===== src/hdl/kpd_pkg.sv =====
// Package for the key press duration classifier: phase and event codes, counter constants.
package kpd_pkg;

    localparam int COUNT_WIDTH = 16;
    localparam int TICK_WIDTH  = 16;
    localparam int CMP_WIDTH   = (COUNT_WIDTH > TICK_WIDTH) ? COUNT_WIDTH : TICK_WIDTH;

    localparam logic [COUNT_WIDTH-1:0] CountMax = {COUNT_WIDTH{1'b1}};

    localparam logic [TICK_WIDTH-1:0] LongTicksReset  = TICK_WIDTH'(100);
    localparam logic [TICK_WIDTH-1:0] VlongTicksReset = TICK_WIDTH'(300);
    localparam logic [TICK_WIDTH-1:0] BlockTicksReset = TICK_WIDTH'(100);

    typedef enum logic [2:0] {
        PH_IDLE  = 3'd0,
        PH_PRE   = 3'd1,
        PH_HELD  = 3'd2,
        PH_LONG  = 3'd3,
        PH_VLONG = 3'd4,
        PH_BLOCK = 3'd5
    } phase_t;

    typedef enum logic [2:0] {
        EV_NONE    = 3'd0,
        EV_SHORT   = 3'd1,
        EV_LONG    = 3'd2,
        EV_HOLDING = 3'd3,
        EV_VLONG   = 3'd4
    } event_t;

    typedef enum logic [1:0] {
        REG_LONG_TICKS  = 2'd0,
        REG_VLONG_TICKS = 2'd1,
        REG_BLOCK_TICKS = 2'd2
    } reg_index_t;

endpackage


===== src/hdl/key_press_duration_classifier.sv =====
// A result word is registered in the output or skid register. Throughput: one readout
// per cycle while skid is empty; the phase and hold counter update in a single pass.
// An output register plus one skid register let one finished word wait while the next
// readout is taken. Reset (rst_n low, asynchronous) returns the phase to idle, clears
// the hold counter and empties both result registers; thresholds reload to 100/300/100.
module key_press_duration_classifier
(
    input  logic       clk,
    input  logic       rst_n,
    input  logic       s_tvalid,
    output logic       s_tready,
    input  logic [7:0] s_tdata,    // [0] key_level, [7:1] zero
    output logic       m_tvalid,
    input  logic       m_tready,
    output logic [7:0] m_tdata,    // [2:0] press_event, [5:3] key_phase, [7:6] zero
    input  logic       cfg_valid,
    output logic       cfg_ready,
    input  logic [1:0] cfg_index,
    input  logic [kpd_pkg::TICK_WIDTH-1:0] cfg_data
);
    import kpd_pkg::*;

    logic [TICK_WIDTH-1:0]  long_ticks_reg;
    logic [TICK_WIDTH-1:0]  vlong_ticks_reg;
    logic [TICK_WIDTH-1:0]  block_ticks_reg;

    phase_t                 phase_reg;
    phase_t                 phase_next;
    logic [COUNT_WIDTH-1:0] count_reg;
    logic [COUNT_WIDTH-1:0] count_next;
    event_t                 event_next;

    logic                   out_valid_reg;
    logic [5:0]             out_data_reg;
    logic                   skid_valid_reg;
    logic [5:0]             skid_data_reg;

    logic                   accept;
    logic                   out_free;
    logic                   pressed;
    logic [COUNT_WIDTH-1:0] count_inc;
    logic [CMP_WIDTH-1:0]   count_cmp;
    logic [CMP_WIDTH-1:0]   long_cmp;
    logic [CMP_WIDTH-1:0]   vlong_cmp;
    logic [CMP_WIDTH-1:0]   block_cmp;
    logic [5:0]             result;

    assign cfg_ready = 1'b1;
    assign s_tready  = !skid_valid_reg;
    assign accept    = s_tvalid && s_tready;
    assign out_free  = !out_valid_reg || m_tready;
    assign m_tvalid  = out_valid_reg;
    assign m_tdata   = {2'b00, out_data_reg};

    assign pressed   = !s_tdata[0];
    assign count_inc = (count_reg == CountMax) ? count_reg : count_reg + 1'b1;
    assign long_cmp  = CMP_WIDTH'(long_ticks_reg);
    assign vlong_cmp = CMP_WIDTH'(vlong_ticks_reg);
    assign block_cmp = CMP_WIDTH'(block_ticks_reg);
    assign count_cmp = CMP_WIDTH'(count_inc);
    assign result    = {3'(phase_next), 3'(event_next)};

    always_ff @(posedge clk or negedge rst_n)
    begin
        if (!rst_n)
        begin
            long_ticks_reg  <= LongTicksReset;
            vlong_ticks_reg <= VlongTicksReset;
            block_ticks_reg <= BlockTicksReset;
        end
        else if (cfg_valid)
        begin
            case (cfg_index)
                REG_LONG_TICKS:  long_ticks_reg  <= cfg_data;
                REG_VLONG_TICKS: vlong_ticks_reg <= cfg_data;
                REG_BLOCK_TICKS: block_ticks_reg <= cfg_data;
                default:         ;
            endcase
        end
    end

    always_ff @(posedge clk or negedge rst_n)
    begin
        if (!rst_n)
        begin
            phase_reg <= PH_IDLE;
            count_reg <= '0;
        end
        else if (accept)
        begin
            phase_reg <= phase_next;
            count_reg <= count_next;
        end
    end

    // At most one phase transition per readout.
    always_comb
    begin
        phase_next = phase_reg;
        count_next = count_reg;
        event_next = EV_NONE;
        unique case (phase_reg)
            PH_IDLE:
            begin
                if (pressed)
                    phase_next = PH_PRE;
            end
            PH_PRE:
            begin
                phase_next = pressed ? PH_HELD : PH_IDLE;
            end
            PH_HELD:
            begin
                if (pressed)
                begin
                    count_next = count_inc;
                    if (count_cmp > long_cmp)
                        phase_next = PH_LONG;
                end
                else
                begin
                    event_next = EV_SHORT;
                    phase_next = PH_IDLE;
                    count_next = '0;
                end
            end
            PH_LONG:
            begin
                if (pressed)
                begin
                    count_next = count_inc;
                    if (count_cmp > vlong_cmp)
                        phase_next = PH_VLONG;
                end
                else
                begin
                    event_next = EV_LONG;
                    phase_next = PH_IDLE;
                    count_next = '0;
                end
            end
            PH_VLONG:
            begin
                if (pressed)
                    count_next = CountMax;
                else
                begin
                    event_next = EV_VLONG;
                    phase_next = PH_BLOCK;
                    count_next = '0;
                end
            end
            PH_BLOCK:
            begin
                // A saturated counter ends the blocking as if the limit were reached.
                if ((CMP_WIDTH'(count_reg) < block_cmp) && (count_reg != CountMax))
                    count_next = count_inc;
                else
                begin
                    phase_next = PH_IDLE;
                    count_next = '0;
                end
            end
            default:
            begin
                phase_next = PH_IDLE;
                count_next = '0;
            end
        endcase
        if (pressed && (phase_next == PH_LONG || phase_next == PH_VLONG))
            event_next = EV_HOLDING;
    end

    // The skid register catches a result word while the output word is stalled.
    always_ff @(posedge clk or negedge rst_n)
    begin
        if (!rst_n)
        begin
            out_valid_reg  <= 1'b0;
            skid_valid_reg <= 1'b0;
        end
        else if (out_free)
        begin
            out_valid_reg  <= skid_valid_reg || accept;
            skid_valid_reg <= 1'b0;
        end
        else if (accept)
        begin
            skid_valid_reg <= 1'b1;
        end
    end

    always_ff @(posedge clk)
    begin
        if (out_free)
        begin
            if (skid_valid_reg)
                out_data_reg <= skid_data_reg;
            else if (accept)
                out_data_reg <= result;
        end
        else if (accept)
        begin
            skid_data_reg <= result;
        end
    end

endmodule


===== config.mk =====
export PLATFORM = sky130hd
export DESIGN_NAME = key_press_duration_classifier
export DESIGN_NICKNAME = d
export VERILOG_FILES = /design/src/hdl/kpd_pkg.sv /design/src/hdl/key_press_duration_classifier.sv
export SDC_FILE = /design/constraint.sdc
export NUM_CORES = 1
export LEC_CHECK = 0
export BUFFER_PORTS_ARGS = -buffer_cell sky130_fd_sc_hd__buf_2
export CAP_MARGIN = 20
export CORE_ASPECT_RATIO = 1.4
export CORE_MARGIN = 2
export CORE_UTILIZATION = 55
export CTS_CLUSTER_DIAMETER = 120
export CTS_CLUSTER_SIZE = 10
export DETAILED_ROUTE_END_ITERATION = 8
export GPL_ROUTABILITY_DRIVEN = 0
export PLACE_DENSITY_LB_ADDON = 0.08
export SLEW_MARGIN = 40
export SYNTH_ARGS = -nofsm -noshare
export SYNTH_HDL_FRONTEND = slang
export SYNTH_SLANG_ARGS = --single-unit

===== constraint.sdc =====
create_clock -name clk -period 9.8 [get_ports clk]
set_input_delay 0.49 -clock clk [delete_from_list [all_inputs] [get_ports clk]]
set_output_delay 0.49 -clock clk [all_outputs]
set_load 0.05 [all_outputs]

# Yosys cells after proc, flatten, opt, wreduce, memory -nomap -nowiden
# Cells that the tools add are included.
[classes] n_mux=23 eq_ne=11 order_cmp=3 reduce_logical=21 n_addsub=1 bitwise=2
[ops] op="two-way mux 16 bit" n=4
[ops] op="case mux 16 bit (4 select lines)" n=1
[ops] op="> comparator 16 bit" n=2
[ops] op="two-way mux 3 bit" n=9
[ops] op="case mux 3 bit (6 select lines)" n=1
[ops] op="adder 16 x 1 -> 16 bit, second input constant" n=1
[ops] op="== test 16 bit, second input constant" n=1
[ops] op="less-than comparator 16 bit" n=1
[ops] op="inequality test 16 bit, second input constant" n=1
[ops] op="two-way mux 6 bit" n=2
[ops] op="AND reduction 2 bit" n=6
[ops] op="== test 3 x 2 -> 1 bit, second input constant" n=3
[ops] op="== test 3 bit, second input constant" n=3
[ops] op="case mux 3 bit (3 select lines)" n=1
[ops] op="two-way mux 2 bit" n=2
[ops] op="nonzero test 2 bit" n=2
[ops] op="OR reduction 2 bit" n=2
[ops] op="== test 3 x 1 -> 1 bit, second input constant" n=1
[ops] op="logical AND 1 bit" n=3
[ops] op="zero test 1 bit" n=3
[ops] op="zero test 3 bit" n=1
[ops] op="logical OR 1 bit" n=3
[ops] op="two-way mux 1 bit" n=3
[ops] op="== test 2 x 1 -> 1 bit, second input constant" n=1
[ops] op="3 further kinds" n=4
[word_totals] input_bits=31 out_inout_bits=11 reg_bits=81 word_cells=70

# Logic depth before layout (Yosys ltp)
[logic_depth] depth_word=12 depth_mapped=15 ltp_nobuf=14

# Worst setup path before layout
# No wires, ideal clock.
[synth_path] path_kind="reg-to-reg" start="reg count_reg[4]" end="reg out_data_reg[3], data pin" synth_period_minus_slack_ps=3602 setup_slack_ps=6198 arrival_time_ps=3342 path_stages_with_launch=15 path_cell_list="dfrtp_1 buf_2 and4_1 and3_1 nand3_1 nor3_1 nand3_1 mux2_2 ha_1 and4_1 nand4_1 or4_1 o311ai_0 o211ai_1 mux2_2"
[synth_between] elab_chain_cells=8 word_cells_on_any_way=16
[synth_rtl] item="start: declaration" line="key_press_duration_classifier.sv:29" text="logic [COUNT_WIDTH-1:0] count_reg;"
[synth_rtl] item="start signal: assignment" line="key_press_duration_classifier.sv:92" text="count_reg <= count_next;"
[synth_rtl] item="adder 16 x 1 -> 16 bit or == test 16 bit (tied branches)" line="key_press_duration_classifier.sv:56" text="assign count_inc = (count_reg == CountMax) ? count_reg : count_reg + 1'b1;"
[synth_rtl] item="two-way mux 16 bit" line="key_press_duration_classifier.sv:56"
[synth_rtl] item="> comparator 16 bit (on tied branches)" line="key_press_duration_classifier.sv:132, key_press_duration_classifier.sv:117"
[synth_rtl] item="two-way mux 3 bit (on tied branches)" line="key_press_duration_classifier.sv:132, key_press_duration_classifier.sv:117"
[synth_rtl] item="two-way mux 3 bit (on tied branches)" line="key_press_duration_classifier.sv:129, key_press_duration_classifier.sv:114"
[synth_rtl] item="case mux 3 bit (6 select lines) *" line="key_press_duration_classifier.sv:102" text="unique case (phase_reg)"
[synth_rtl] item="named net phase_next[0]" line="key_press_duration_classifier.sv:28" text="phase_t phase_next;"
[synth_rtl] item="two-way mux 6 bit *" line="key_press_duration_classifier.sv:199" text="else if (accept)"
[synth_rtl] item="two-way mux 6 bit *" line="key_press_duration_classifier.sv:197" text="if (skid_valid_reg)"
[synth_rtl] item="end signal: assignment" line="key_press_duration_classifier.sv:198" text="out_data_reg <= skid_data_reg;"
[synth_rtl] item="end signal: assignment" line="key_press_duration_classifier.sv:200" text="out_data_reg <= result;"
[synth_rtl] item="end: declaration" line="key_press_duration_classifier.sv:34" text="logic [5:0] out_data_reg;"
# The timed path passes the listed nets; every way through them passes the cells marked *. The select of a mux whose other input is x is not followed.
# A chain may end at the register's enable or synchronous reset.

# Final worst setup path
[layout_path] start="reg count_reg[4]" end="reg out_data_reg[4], data pin"
# Same word-level chain as after synthesis.

==> summary.txt <==
Run status
  – Status: completed

Die
  – Starting Density: 56.5%
  – Die Span Y: 115 um
  – # rows: 40
  – Die ar.: 9560 um^2
  – Core footprint: 8560 um^2
  – I/O pin count: 42
  – Die Width: 83.2 um

Clock network
  – Total CTS buffers: 9
  – H-tree lvl count: 3
  – Setup bufs post-CTS: 0
  – Clock Tree Root: clkbuf_16
  – TritonCTS clock tree: done
  – Total clock sinks: 81
  – Clock Tree Buf Depth: 2
  – Clock Latency Late Sink: 0.34 ns
  – Post-cts resize count: 0
  – Clock slew at reported path FFs: 0.06 ns
  – Hold buffers post-CTS: 0

Route
  – Routed Antenna Nets: 0
  – DRT Pass-1 Iters: 4
  – Total number of vias: 3617
  – Avg WL per Cell: 16.6 um
  – Routed WL: 10200 um
  – Initial DRC count: 172
  – DRC: 0
  – Via density: 5.86

STA
  – Actual slew at the worst max-slew pin: 0.741 ns
  – Final hold slack: 0.258 ns
  – Fmax: 227 MHz
  – Hold Fails Final Rpt: 0
  – Final WS setup: 5.40 ns
  – Rel. slew slack: 50.6%
  – Final Cycle Share: 44.9%
  – Max Slew Vio Count: 0
  – Unrepaired setup endpoints after global routing: no
  – Setup TNS: 0 ns
  – Crit path time final: 4.40 ns
  – Setup violators final: 0
  – Clk_skew: 0.00525 ns

Critical path
  – Worst EP arrival: 4.61 ns
  – Cell family with most CP delay: compound AO/OA/AOI/OAI gates
  – Kind of end point of the critical path: register
  – Crit Path Class: register to register
  – Crit path to: out_data_reg[4]$_DFFE_PP_
  – Crit-path max FO: 9
  – R2r setup slk: 5.40 ns
  – Crit-path max cell delay: 0.71 ns
  – WP depth: 13
  – Crit path required time: 10.01 ns
  – Reg2Reg Capture Point: out_data_reg[4]$_DFFE_PP_
  – Reg2reg path depth: 13
  – R2r startpoint: count_reg[4]$_DFFE_PN0P_
  – Worst Path Buf+Inv: 1
  – CP Launch Type: register
  – Launch point of the critical path: count_reg[4]$_DFFE_PN0P_
  – Critical-path cell list: and4_1 -> and3_1 -> nand3_1 -> nor3_1 -> nand3_1 -> mux2_2 -> ha_1 -> nand4_1 -> inv_1 -> a221oi_1 -> a31oi_1 -> a2111oi_0 -> mux2_2
  – Slowest cell on crit path: a2111oi_0

Power
  – Int Pwr: 799 uW
  – Sw power: 450 uW
  – Logic pwr share: 35.0%
  – Power per cell area: 233 nW/um^2
  – VDD IR-drop max: 0.136 mV
  – Seq pwr share: 40.2%
  – Clock power share: 24.8%
  – Leakage: 2.54 nW
  – Switching portion of total power: 36.0%

Synthesis
  – Async SR Flop Fraction: 85.2%
  – Number of synthesized register bits: 81
  – Post-Syn Area per Cell: 10.2 um^2
  – Mapped Area: 4830 um^2
  – Top_reg_cell synth: dfrtp_1
  – Seq/Total Area, Yosys: 43.4%
  – Post-synthesis cell type count: 55
  – Post-Synthesis Cells: 476
  – Yosys warnings: 0
  – Number of flops mapped to enable cells by yosys: 12

Global route
  – Largest net degree at the start of global routing: 70
  – Gr ovfl total: 0
  – First-pass GRT wire length: 17500 um
  – Tot GR Track Use: 23.2%
  – Number of global-route vias before repair: 3651
  – Initial antenna violation count: 0

Cells and area
  – Fin util: 62.7%
  – ANT cells: 0
  – Commonest non-fill, non-tap cell in the layout: dfrtp_1
  – Cell area after layout: 5370 um^2
  – P&R area growth vs syn: 11.1%
  – Most frequent cells in the layout: 59 x dfrtp_1, 50 x inv_1, 50 x nand2_1, 48 x ha_1, 40 x mux2_2
  – Share of cells above drive strength 1: 21.1%
  – Final net count: 586

Placement
  – Placed Area: 5100 um^2
  – Port bufs: 31
  – Dpl hpwl: 7650 um
  – Pre-CTS setup slack: 5.57 ns

Worst hold path
  – Worst Hold Class: primary input to asynchronous set/reset pin

Run
  – MaxCap Viol Count: 0
[cells by family (layout without fill, tap and decap cells)]
| family | Yosys count | count (layout) | share of synthesized area (%) |
|---|---|---|---|
| simple gates | 132 | 132 | 13.9 |
| compound gates | 97 | 97 | 13.4 |
| flops | 81 | 81 | 43.4 |
| buf+inv | 66 | 101 | 5.57 |
| fa+ha+maj | 48 | 48 | 12.4 |
| mux | 40 | 40 | 9.32 |
| xor+xnor | 10 | 10 | 1.81 |
| other cells | 2 | 3 | 0.155 |
[through the flow]
stage | total power [mW] | std cells
detailed placement | 0.941 | 601
global route | 1.34 | 617
floorplan | 0.818 | 477
CTS | 1.26 | 617
global placement | 0.921 | 599
finish | 1.25 | 617
[cells in the mapped netlist, types with 3 or more instances]
cell       n  share of area, %
and4_1     3              0.54
mux2_2    40               9.3
clkbuf_1  10              0.78
nor3_1    11               1.1
a211o_1    4              0.72
xnor2_1    8               1.4
nor3b_1    3              0.47
o211ai_1   4              0.62
o21ai_1    6              0.62
o21ai_0   28               2.9
nand3_1   14               1.4
ha_1      48                12
a21o_1     8               1.2
nor2_1    17               1.3
inv_1     50               3.9
a21oi_1   19               2.0
buf_4      3              0.47
dfrtp_1   59                31
nand2_1   50               3.9
and3_1     3              0.39
edfxtp_1  12               7.5
nor2b_1    4              0.52
a221o_1    9               1.9
dfstp_2   10               5.4
nand4_1   13               1.7
[routing by layer]
metal | vias to the layer above | part of all wire (%) | GRT usage (%)
met3 | 24 | 3.6 | 4.31
li1 | 1770 | - | -
met2 | 78 | 51 | 40.4
met4 | 0 | 3.2 | 11.5
met1 | 1745 | 42 | 27.7
met5 | - | 0 | 0
[how the worst min path moves through the flow]
stage / start / end / slack (ns) / depth (start not counted)
final: rst_n / skid_valid_reg$_DFFE_PN0P_ / 0.26 / 2
after global routing: rst_n / m_tvalid$_DFFE_PN0N_ / 0.31 / 2
after CTS: rst_n / m_tvalid$_DFFE_PN0N_ / 0.29 / 2
after detailed placement: block_cmp[15]$_DFFE_PN0P_ / block_cmp[15]$_DFFE_PN0P_ / 0.49 / 1
after global placement: vlong_cmp[1]$_DFFE_PN0P_ / vlong_cmp[1]$_DFFE_PN0P_ / 0.49 / 1
after floorplan: rst_n / block_cmp[0]$_DFFE_PN0P_ / 0.19 / 0
[power groups by stage]
stage	registers, mW	clock network [mW]	logic (mW)
finish	0.502	0.310	0.437
global route	0.513	0.331	0.497
CTS	0.501	0.317	0.440
detailed placement	0.506	0	0.435
global placement	0.503	0	0.418
floorplan	0.491	0	0.327
[final cells by class]
cell class	instances	area, um^2
clock buffer	16	272
sequential	81	2100
inverter	50	188
fill	738	3190
multi-input combinational	330	2490
tap	105	131
timing repair buffer	35	189
(Power assumes the default switching activity.)
